$ cat src/rtl/two_priority_tx_queue_scheduler_macros.svh
// Assertion macros shared by the transmit queue scheduler.
`ifndef TWO_PRIORITY_TX_QUEUE_SCHEDULER_MACROS_SVH
`define TWO_PRIORITY_TX_QUEUE_SCHEDULER_MACROS_SVH

// The consequent must hold in the same cycle as the antecedent.
`define TPQ_ASSERT_IMPL(lbl, ante, cons, msg) \
  lbl: assert property (@(posedge clk) disable iff (!rst_n) (ante) |-> (cons)) \
    else $error(msg);

// The consequent must hold in the cycle after the antecedent.
`define TPQ_ASSERT_NEXT(lbl, ante, cons, msg) \
  lbl: assert property (@(posedge clk) disable iff (!rst_n) (ante) |=> (cons)) \
    else $error(msg);

`endif

$ cat src/rtl/tpq_pkg.sv
// Shared constants, types and helpers of the transmit queue scheduler.
package tpq_pkg;

  localparam int QUEUE_DEPTH = 64;
  localparam int TAG_BITS    = 16;

  localparam int TAG_PORT_BITS = 16;
  localparam int TAG_W         = (TAG_BITS < TAG_PORT_BITS) ? TAG_BITS : TAG_PORT_BITS;
  localparam int PTR_BITS      = $clog2(QUEUE_DEPTH);
  localparam int CNT_BITS      = $clog2(QUEUE_DEPTH + 1);
  localparam int SUM_BITS      = CNT_BITS + 1;

  localparam int LIMIT_BITS  = 6;
  localparam int WEIGHT_BITS = 9;
  localparam int EST_BITS    = 32;
  localparam int PROD_BITS   = EST_BITS + WEIGHT_BITS;
  localparam int ACC_BITS    = PROD_BITS + 1;
  localparam int FRAC_BITS   = 8;

  localparam logic [WEIGHT_BITS-1:0] WEIGHT_ONE   = 9'd256;
  localparam logic [ACC_BITS-1:0]    ROUND_HALF   = ACC_BITS'(128);
  localparam logic [LIMIT_BITS-1:0]  LIMIT_RESET  = 6'd63;
  localparam logic [WEIGHT_BITS-1:0] WEIGHT_RESET = 9'd128;

  localparam int CFG_INDEX_BITS = 2;
  localparam logic [CFG_INDEX_BITS-1:0] CFG_QUEUE_LIMIT    = 2'd0;
  localparam logic [CFG_INDEX_BITS-1:0] CFG_AVERAGE_WEIGHT = 2'd1;

  localparam logic [1:0] CMD_SUBMIT_STD = 2'd0;
  localparam logic [1:0] CMD_SUBMIT_EXP = 2'd1;
  localparam logic [1:0] CMD_SUCCESS    = 2'd2;
  localparam logic [1:0] CMD_FAILURE    = 2'd3;

  typedef enum logic {
    ST_IDLE,
    ST_FETCH
  } sched_state_t;

  typedef struct packed {
    logic                   load;
    logic [WEIGHT_BITS-1:0] weight;
    logic [EST_BITS-1:0]    estimate;
    logic [EST_BITS-1:0]    elapsed;
  } ema_req_t;

  // Ring pointer plus offset, wrapped into the queue depth.
  function automatic logic [PTR_BITS-1:0] ptr_add(input logic [PTR_BITS-1:0] p,
                                                 input logic [CNT_BITS-1:0] n);
    logic [SUM_BITS-1:0] s;
    s = SUM_BITS'(p) + SUM_BITS'(n);
    if (s >= SUM_BITS'(QUEUE_DEPTH)) begin
      s = s - SUM_BITS'(QUEUE_DEPTH);
    end
    return s[PTR_BITS-1:0];
  endfunction

endpackage

$ cat src/rtl/tpq_ram.sv
// Generic single-write, single-read synchronous RAM with registered read data.
module tpq_ram #(
  parameter int DEPTH = 64,
  parameter int WIDTH = 16
) (
  input  logic                     clk,
  input  logic                     we,
  input  logic [$clog2(DEPTH)-1:0] waddr,
  input  logic [WIDTH-1:0]         wdata,
  input  logic                     re,
  input  logic [$clog2(DEPTH)-1:0] raddr,
  output logic [WIDTH-1:0]         rdata
);

  logic [WIDTH-1:0] mem [DEPTH];
  logic [WIDTH-1:0] rdata_r;

  always_ff @(posedge clk) begin
    if (we) begin
      mem[waddr] <= wdata;
    end
  end

  always_ff @(posedge clk) begin
    if (re) begin
      rdata_r <= mem[raddr];
    end
  end

  assign rdata = rdata_r;

endmodule

$ cat src/rtl/tpq_ema.sv
// Moving average of send time: registered weighted products and a rounded sum.
module tpq_ema (
  input  logic                         clk,
  input  tpq_pkg::ema_req_t            req,
  output logic [tpq_pkg::EST_BITS-1:0] next_estimate
);

  logic [tpq_pkg::PROD_BITS-1:0] prod_old_r;
  logic [tpq_pkg::PROD_BITS-1:0] prod_new_r;
  logic [tpq_pkg::ACC_BITS-1:0]  sum;

  always_ff @(posedge clk) begin
    if (req.load) begin
      prod_old_r <= tpq_pkg::PROD_BITS'(req.weight) * tpq_pkg::PROD_BITS'(req.estimate);
      prod_new_r <= tpq_pkg::PROD_BITS'(tpq_pkg::WEIGHT_ONE - req.weight)
                  * tpq_pkg::PROD_BITS'(req.elapsed);
    end
  end

  assign sum = tpq_pkg::ACC_BITS'(prod_old_r) + tpq_pkg::ACC_BITS'(prod_new_r)
             + tpq_pkg::ROUND_HALF;
  assign next_estimate = sum[tpq_pkg::FRAC_BITS +: tpq_pkg::EST_BITS];

endmodule

$ cat src/rtl/two_priority_tx_queue_scheduler.sv
// Top level of the two-queue strict-priority transmit scheduler.
//
// Two ring queues of packet tags, expedited and standard, live in two one-port-read
// RAMs; at most one tag is in flight, and it stays at the head of its queue until
// its success or failure request arrives. One request is worked on at a time. A
// submit, or an event with nothing in flight, loads its result straight into the
// output register. An event that completes the tag in flight passes through fetch:
// the next head is read via the registered read port of the queue RAMs and the
// moving-average products are registered with it. A new request is taken when not
// in fetch and the output register is empty or being drained. The queue RAMs are
// not cleared after reset; entries are read only once written.
module two_priority_tx_queue_scheduler (
  input  logic                               clk,
  input  logic                               rst_n,
  input  logic                               in_valid,
  output logic                               in_stall,
  input  logic [1:0]                         in_cmd,
  input  logic [15:0]                        in_entry_tag,
  input  logic [31:0]                        in_now_time,
  output logic                               out_valid,
  input  logic                               out_stall,
  output logic                               out_send_valid,
  output logic [15:0]                        out_send_tag,
  output logic                               out_send_expedited,
  output logic                               out_accepted,
  output logic [6:0]                         out_standard_count,
  output logic [31:0]                        out_send_time_estimate,
  input  logic                               cfg_we,
  input  logic [tpq_pkg::CFG_INDEX_BITS-1:0] cfg_index,
  input  logic [tpq_pkg::WEIGHT_BITS-1:0]    cfg_wdata
);

  localparam int PB = tpq_pkg::PTR_BITS;
  localparam int CB = tpq_pkg::CNT_BITS;

  tpq_pkg::sched_state_t state_r, state_nxt;

  logic [tpq_pkg::LIMIT_BITS-1:0]  queue_limit_r;
  logic [tpq_pkg::WEIGHT_BITS-1:0] weight_r;
  logic [PB-1:0] exp_head_r, exp_head_nxt, std_head_r, std_head_nxt;
  logic [CB-1:0] exp_cnt_r, exp_cnt_nxt, std_cnt_r, std_cnt_nxt;
  logic          in_flight_r, in_flight_nxt, in_flight_exp_r, in_flight_exp_nxt;
  logic [tpq_pkg::EST_BITS-1:0] start_time_r, start_time_nxt;
  logic [tpq_pkg::EST_BITS-1:0] estimate_r, estimate_nxt;

  logic out_valid_r, out_valid_nxt;
  logic out_send_valid_r, out_send_exp_r, out_accepted_r;
  logic [15:0] out_send_tag_r;
  logic [6:0]  out_std_count_r;
  logic [31:0] out_estimate_r;

  logic pend_send_r, pend_exp_r, pend_success_r;
  logic pend_send_nxt, pend_exp_nxt;

  logic in_fire, out_free, out_load, fetch_done, go_fetch, imm_load;
  logic is_submit, sel_exp, push_ok, queues_empty, is_event_hit;
  logic [CB-1:0] sel_cnt;
  logic [PB-1:0] sel_head, push_addr;
  logic imm_send, imm_exp, imm_acc;
  logic [15:0] imm_tag, fetch_tag;
  logic [tpq_pkg::WEIGHT_BITS-1:0] weight_sat;
  logic [tpq_pkg::EST_BITS-1:0]    ema_next;
  logic [tpq_pkg::TAG_W-1:0] exp_rdata, std_rdata;
  tpq_pkg::ema_req_t ema_req;

  assign out_free  = !out_valid_r || !out_stall;
  assign in_fire   = in_valid && !in_stall;
  assign is_submit = (in_cmd == tpq_pkg::CMD_SUBMIT_STD) || (in_cmd == tpq_pkg::CMD_SUBMIT_EXP);
  assign sel_exp   = (in_cmd == tpq_pkg::CMD_SUBMIT_EXP);
  assign sel_cnt   = sel_exp ? exp_cnt_r : std_cnt_r;
  assign sel_head  = sel_exp ? exp_head_r : std_head_r;
  assign push_addr = tpq_pkg::ptr_add(sel_head, sel_cnt);
  assign push_ok   = (32'(sel_cnt) <= 32'(queue_limit_r))
                  && (32'(sel_cnt) < 32'(tpq_pkg::QUEUE_DEPTH));
  assign queues_empty = (exp_cnt_r == '0) && (std_cnt_r == '0);
  assign is_event_hit = !is_submit && in_flight_r;
  assign weight_sat   = (weight_r > tpq_pkg::WEIGHT_ONE) ? tpq_pkg::WEIGHT_ONE : weight_r;

  always_comb begin
    state_nxt = state_r;
    unique case (state_r)
      tpq_pkg::ST_IDLE: begin
        if (in_fire && is_event_hit) begin
          state_nxt = tpq_pkg::ST_FETCH;
        end
      end
      tpq_pkg::ST_FETCH: begin
        if (out_free) begin
          state_nxt = tpq_pkg::ST_IDLE;
        end
      end
      default: state_nxt = tpq_pkg::ST_IDLE;
    endcase
  end

  always_comb begin
    in_stall   = 1'b1;
    fetch_done = 1'b0;
    unique case (state_r)
      tpq_pkg::ST_IDLE:  in_stall = !out_free;
      tpq_pkg::ST_FETCH: fetch_done = out_free;
      default: in_stall = 1'b1;
    endcase
  end

  assign go_fetch = in_fire && is_event_hit;
  assign imm_load = in_fire && !is_event_hit;
  assign out_load = imm_load || fetch_done;

  always_comb begin
    exp_head_nxt      = exp_head_r;
    std_head_nxt      = std_head_r;
    exp_cnt_nxt       = exp_cnt_r;
    std_cnt_nxt       = std_cnt_r;
    in_flight_nxt     = in_flight_r;
    in_flight_exp_nxt = in_flight_exp_r;
    start_time_nxt    = start_time_r;
    pend_send_nxt     = 1'b0;
    pend_exp_nxt      = 1'b0;
    imm_send          = 1'b0;
    imm_exp           = 1'b0;
    imm_acc           = 1'b0;
    if (in_fire && is_submit && push_ok) begin
      imm_acc = 1'b1;
      if (sel_exp) begin
        exp_cnt_nxt = exp_cnt_r + CB'(1);
      end else begin
        std_cnt_nxt = std_cnt_r + CB'(1);
      end
      if (queues_empty) begin
        imm_send          = 1'b1;
        imm_exp           = sel_exp;
        in_flight_nxt     = 1'b1;
        in_flight_exp_nxt = sel_exp;
        start_time_nxt    = in_now_time;
      end
    end else if (go_fetch) begin
      if (in_flight_exp_r && (exp_cnt_r != '0)) begin
        exp_head_nxt = tpq_pkg::ptr_add(exp_head_r, CB'(1));
        exp_cnt_nxt  = exp_cnt_r - CB'(1);
      end else if (!in_flight_exp_r && (std_cnt_r != '0)) begin
        std_head_nxt = tpq_pkg::ptr_add(std_head_r, CB'(1));
        std_cnt_nxt  = std_cnt_r - CB'(1);
      end
      if (exp_cnt_nxt != '0) begin
        pend_send_nxt = 1'b1;
        pend_exp_nxt  = 1'b1;
      end else if (std_cnt_nxt != '0) begin
        pend_send_nxt = 1'b1;
      end
      in_flight_nxt     = pend_send_nxt;
      in_flight_exp_nxt = pend_exp_nxt;
      if (pend_send_nxt) begin
        start_time_nxt = in_now_time;
      end
    end
  end

  assign ema_req.load     = go_fetch && (in_cmd == tpq_pkg::CMD_SUCCESS);
  assign ema_req.weight   = weight_sat;
  assign ema_req.estimate = estimate_r;
  assign ema_req.elapsed  = in_now_time - start_time_r;

  tpq_ema u_ema (
    .clk           (clk),
    .req           (ema_req),
    .next_estimate (ema_next)
  );

  tpq_ram #(.DEPTH(tpq_pkg::QUEUE_DEPTH), .WIDTH(tpq_pkg::TAG_W)) u_exp_ram (
    .clk   (clk),
    .we    (in_fire && is_submit && push_ok && sel_exp),
    .waddr (push_addr),
    .wdata (in_entry_tag[tpq_pkg::TAG_W-1:0]),
    .re    (go_fetch),
    .raddr (exp_head_nxt),
    .rdata (exp_rdata)
  );

  tpq_ram #(.DEPTH(tpq_pkg::QUEUE_DEPTH), .WIDTH(tpq_pkg::TAG_W)) u_std_ram (
    .clk   (clk),
    .we    (in_fire && is_submit && push_ok && !sel_exp),
    .waddr (push_addr),
    .wdata (in_entry_tag[tpq_pkg::TAG_W-1:0]),
    .re    (go_fetch),
    .raddr (std_head_nxt),
    .rdata (std_rdata)
  );

  assign imm_tag   = imm_send ? 16'(in_entry_tag[tpq_pkg::TAG_W-1:0]) : 16'd0;
  assign fetch_tag = !pend_send_r ? 16'd0 : (pend_exp_r ? 16'(exp_rdata) : 16'(std_rdata));

  assign estimate_nxt  = (fetch_done && pend_success_r) ? ema_next : estimate_r;
  assign out_valid_nxt = out_load || (out_valid_r && out_stall);

  always_ff @(posedge clk) begin
    if (!rst_n) begin
      state_r         <= tpq_pkg::ST_IDLE;
      queue_limit_r   <= tpq_pkg::LIMIT_RESET;
      weight_r        <= tpq_pkg::WEIGHT_RESET;
      exp_head_r      <= '0;
      std_head_r      <= '0;
      exp_cnt_r       <= '0;
      std_cnt_r       <= '0;
      in_flight_r     <= 1'b0;
      in_flight_exp_r <= 1'b0;
      start_time_r    <= '0;
      estimate_r      <= '0;
      out_valid_r     <= 1'b0;
    end else begin
      state_r         <= state_nxt;
      exp_head_r      <= exp_head_nxt;
      std_head_r      <= std_head_nxt;
      exp_cnt_r       <= exp_cnt_nxt;
      std_cnt_r       <= std_cnt_nxt;
      in_flight_r     <= in_flight_nxt;
      in_flight_exp_r <= in_flight_exp_nxt;
      start_time_r    <= start_time_nxt;
      estimate_r      <= estimate_nxt;
      out_valid_r     <= out_valid_nxt;
      if (cfg_we && (cfg_index == tpq_pkg::CFG_QUEUE_LIMIT)) begin
        queue_limit_r <= cfg_wdata[tpq_pkg::LIMIT_BITS-1:0];
      end
      if (cfg_we && (cfg_index == tpq_pkg::CFG_AVERAGE_WEIGHT)) begin
        weight_r <= cfg_wdata;
      end
    end
  end

  always_ff @(posedge clk) begin
    if (go_fetch) begin
      pend_send_r    <= pend_send_nxt;
      pend_exp_r     <= pend_exp_nxt;
      pend_success_r <= (in_cmd == tpq_pkg::CMD_SUCCESS);
    end
    if (imm_load) begin
      out_send_valid_r <= imm_send;
      out_send_exp_r   <= imm_exp;
      out_send_tag_r   <= imm_tag;
      out_accepted_r   <= imm_acc;
      out_std_count_r  <= 7'(std_cnt_nxt);
      out_estimate_r   <= estimate_r;
    end else if (fetch_done) begin
      out_send_valid_r <= pend_send_r;
      out_send_exp_r   <= pend_send_r && pend_exp_r;
      out_send_tag_r   <= fetch_tag;
      out_accepted_r   <= 1'b1;
      out_std_count_r  <= 7'(std_cnt_r);
      out_estimate_r   <= estimate_nxt;
    end
  end

  assign out_valid              = out_valid_r;
  assign out_send_valid         = out_send_valid_r;
  assign out_send_tag           = out_send_tag_r;
  assign out_send_expedited     = out_send_exp_r;
  assign out_accepted           = out_accepted_r;
  assign out_standard_count     = out_std_count_r;
  assign out_send_time_estimate = out_estimate_r;

`include "two_priority_tx_queue_scheduler_macros.svh"

  `TPQ_ASSERT_IMPL(a_flight_has_head, in_flight_r, !queues_empty, "In flight with both queues empty.")
  `TPQ_ASSERT_IMPL(a_fetch_blocks_input, state_r == tpq_pkg::ST_FETCH, in_stall, "Request taken during fetch.")
  `TPQ_ASSERT_NEXT(a_hit_enters_fetch, go_fetch, state_r == tpq_pkg::ST_FETCH, "Event did not fetch.")
  `TPQ_ASSERT_IMPL(a_count_bound, 1'b1, (32'(exp_cnt_r) <= 32'(tpq_pkg::QUEUE_DEPTH)) && (32'(std_cnt_r) <= 32'(tpq_pkg::QUEUE_DEPTH)), "Queue count above depth.")

endmodule
$ cat config.mk
export PLATFORM = sky130hd
export DESIGN_NAME = two_priority_tx_queue_scheduler
export DESIGN_NICKNAME = d
export VERILOG_FILES = /design/src/rtl/tpq_pkg.sv /design/src/rtl/tpq_ram.sv /design/src/rtl/tpq_ema.sv /design/src/rtl/two_priority_tx_queue_scheduler.sv
export VERILOG_INCLUDE_DIRS = /design/src /design/src/rtl
export SDC_FILE = /design/constraint.sdc
export NUM_CORES = 2
export LEC_CHECK = 0
export BUFFER_PORTS_ARGS = -buffer_cell sky130_fd_sc_hd__buf_2
export CAP_MARGIN = 10
export CORE_ASPECT_RATIO = 0.6
export CORE_MARGIN = 2
export CORE_UTILIZATION = 29
export DETAILED_ROUTE_END_ITERATION = 8
export PLACE_DENSITY = 0.43
export SYNTH_ARGS = -nofsm -noshare
export SYNTH_HDL_FRONTEND = slang
export SYNTH_HIERARCHICAL = 1
export SYNTH_SLANG_ARGS = --single-unit
$ cat constraint.sdc
create_clock -name clk -period 10.8 [get_ports clk]
set_input_delay 2.16 -clock clk [delete_from_list [all_inputs] [get_ports clk]]
set_output_delay 2.16 -clock clk [all_outputs]
set_load 0.02 [all_outputs]
==> impl_metrics.py <==
metrics = {
    "yosys": {
        "async_reset_ff_share_pct": 0,
        "synth_top_flop_cell": "edfxtp_1",
        "postSynthAreaPerCell_sq_um": 15.6,
        "ys_warn_count": 6,
        "syn-cell-area_sq_um": 113000,
        "synthDistinctLibCells": 104,
        "synth_cells": 7269,
        "seq_area_frac_synth_pct": 60.8,
        "synth_nets": 8066,
        "ys_seq_elements": 2330,
        "synth_edf_count": 2221,
    },
    "clock_network": {
        "post_cts_buffers": 0,
        "cts_inserted_buffers": 238,
        "cts_sinks": 2330,
        "clockBufferDepth": 4,
        "cts_tree": "built",
        "h-tree-depth": 4,
        "postCtsResizedCells": 0,
        "holdBufCountCts": 0,
        "insertion_delay_ps": 940,
        "clk_pin_slew_worst_paths_ps": 60,
        "cts_root_buf": "clkbuf_16",
    },
    "global_routing": {
        "antenna_found_initial": 51,
        "overflow": 0,
        "grt_pass1_wl_um": 475000,
        "grt_max_degree": 89,
        "grt_use_total_pct": 16.5,
        "first_global_vias": 63513,
    },
    "sta": {
        "fmax_ghz": 0.106,
        "finalSetupViolations": 0,
        "final.setup.tns_ps": 0,
        "fin_crit_sh_pct": 87.6,
        "whs_ps": 456,
        "finalHoldViolCount": 0,
        "worst_pin_slew_ps": 1270,
        "grt_setup_unrepaired": "false",
        "relSlewSlack_pct": 14.3,
        "fin_skew_ps": 94.9,
        "fin_crit_ps": 9460,
        "drv_slew": 0,
    },
    "floorplanning": {
        "io_pins": 126,
        "dieArea_sq_um": 396000,
        "dieWidth_um": 811,
        "die_h_um": 488,
        "start_util_pct": 29.2,
        "core_area_sq_um": 388000,
        "row_count": 177,
    },
    "setup_path": {
        "worst_ep_required_time_ps": 11500,
        "r2r_slack_ps": 2250,
        "crit_path_start": "in_now_time[13]",
        "crit_type": "in2reg",
        "endpoint": "u_ema/prod_new_r[38]",
        "worstRegToRegCells": 23,
        "startpoint_type": "input port",
        "rr_endpoint": "u_ema/prod_new_r[28]",
        "end_kind": "flop",
        "arrival_ps": 10160,
        "crit-reg2reg-launch": "weight_r[8]",
        "crit_fanout": 10,
    },
    "cells_and_area": {
        "area_growth_pct": 13.2,
        "drive_gt1_share_pct": 17.7,
        "layout.nets": 8294,
        "fin_area_sq_um": 128000,
        "layout_common_cells": "edfxtp_1, nand2_1, inv_1",
        "fin_util_pct": 33.0,
        "final_common_cell": "edfxtp_1",
    },
    "detailed_routing": {
        "avgViaCountPerCell": 4.91,
        "num_vias": 63272,
        "wirelength_um": 333000,
        "drc": 0,
        "antenna_left": 0,
        "wire_per_inst_um": 25.8,
        "dr.pass1.iters": 6,
        "drtIter0Drc": 6276,
    },
    "place": {
        "gp_congestion": 0.805,
        "portBuffers": 125,
        "dpl_cell_area_sq_um": 121000,
        "dpl.hpwl_um": 220000,
    },
    "worst_hold_path": {
        "min_path_type": "reg2reg",
    },
    "job": {
        "cap_violations": 0,
    },
    "power": {
        "power_density_nw_per_um2": 182,
        "peakVddDrop_uv": 187,
        "power_leakage_nw": 43.7,
    },
    "run_status": {
        "run_status": "finished clean",
    },
}
## routing by layer
layer	vias up	routed length [um]	global-route usage, %
met4	2	6060	3.12
li1	27447	-	-
met1	33570	163000	25.8
met3	365	26200	3.90
met5	-	19	0
met2	1888	137000	23.3
## report_power, final
part	leakage, nW	switching, mW	internal [mW]
clock	3.66	3.58	4.54
combinational	19.1	3.13	1.88
sequential	20.9	0.0497	10.1
## Yosys cell counts (57+ instances only)
cell      count  area, sq um
edfxtp_1   2221        66700
nand2_1     629         2360
inv_1       567         2130
fa_1        451         9030
mux4_2      440         9910
and2_1      286         1790
ha_1        280         3500
nor2_1      261          980
mux2i_1     200         2000
clkbuf_1    177          664
a21oi_1     145          726
o21ai_0     121          606
nand3_1     115          576
dfxtp_1     109         2180
xnor2_1     104          911
nor2b_1      93          582
mux2_2       88          991
a22oi_1      81          608
buf_2        79          395
a21o_1       70          526
xor2_1       57          499
## cell families (layout without fill, tap and decap cells)
family                   Yosys count  after routing  share of synthesized area (%)
buffers and inverters            955           1374                           3.82
other                              0             16                              0
AO/OA/AOI/OAI                    734            734                           4.51
XOR/XNOR                         162            162                           1.26
AND/OR/NAND/NOR                 1621           1621                           7.01
multiplexers                     736            736                           11.6
adder cells (fa/ha/maj)          731            731                           11.1
flip-flops                      2330           2330                           60.8
## sequential cells by signal, summed over array words and instances, names as in the netlist, 6 cells and up
register and cells:
exp_cnt_r 7, u_std_ram/mem 1024, weight_r 9, out_send_time_estimate 32
std_cnt_r 7, start_time_r 32, exp_head_r 6, std_head_r 6
u_ema/prod_old_r 40, u_exp_ram/mem 1024, queue_limit_r 6, estimate_r 32
out_standard_count 7, out_send_tag 16, u_exp_ram/rdata 16, u_ema/prod_new_r 40
u_std_ram/rdata 16
## stage by stage
step                      cells  total power [mW]  setup WS [ps]
after floorplan            7269              13.8           1750
after global placement    12447              15.5            401
after global routing      12882              24.6            680
after CTS                 12878              23.6           1430
after detailed placement  12447              15.4            460
final                     12895              23.3           1340
## final cells by class
| type | count | area, sq um |
|---|---|---|
| repair buffers | 375 | 2710 |
| diodes | 16 | 40.0 |
| well taps | 5191 | 6490 |
| inverters | 568 | 2130 |
| multi-input cells | 3984 | 40500 |
| clock inverters | 130 | 1090 |
| clock buffers | 301 | 6380 |
| fillers | 37460 | 260000 |
| flip-flops and latches | 2330 | 68900 |
## critical path: stages
cell and delay, ps:
buf_2 110, ha_1 380, and3_1 250, and4_1 290, o2111ai_1 190, nand2_1 270
nor2_1 140, o21ai_0 450, xor2_1 720, and2_1 260, fa_1 440, fa_1 520
fa_1 550, inv_1 50, fa_1 500, fa_1 540, inv_1 40, ha_1 390
a21o_1 200, a211oi_1 270, nor2_1 90, o41a_1 380, and4b_1 290, nor2_1 100
o211ai_2 210, nand2_1 110, o311ai_1 260
## worst min-delay path by stage
stage / startpoint / to / slack (ps) / cells after the start
floorplan: weight_r[7] / weight_r[7] / 440 / 2
global placement: start_time_r[28] / start_time_r[28] / 440 / 2
detailed placement: start_time_r[25] / start_time_r[25] / 450 / 2
CTS: start_time_r[25] / start_time_r[25] / 460 / 2
global route: start_time_r[26] / start_time_r[26] / 480 / 2
finish: start_time_r[26] / start_time_r[26] / 460 / 2
No activity file was read; power rests on OpenSTA's default activity.
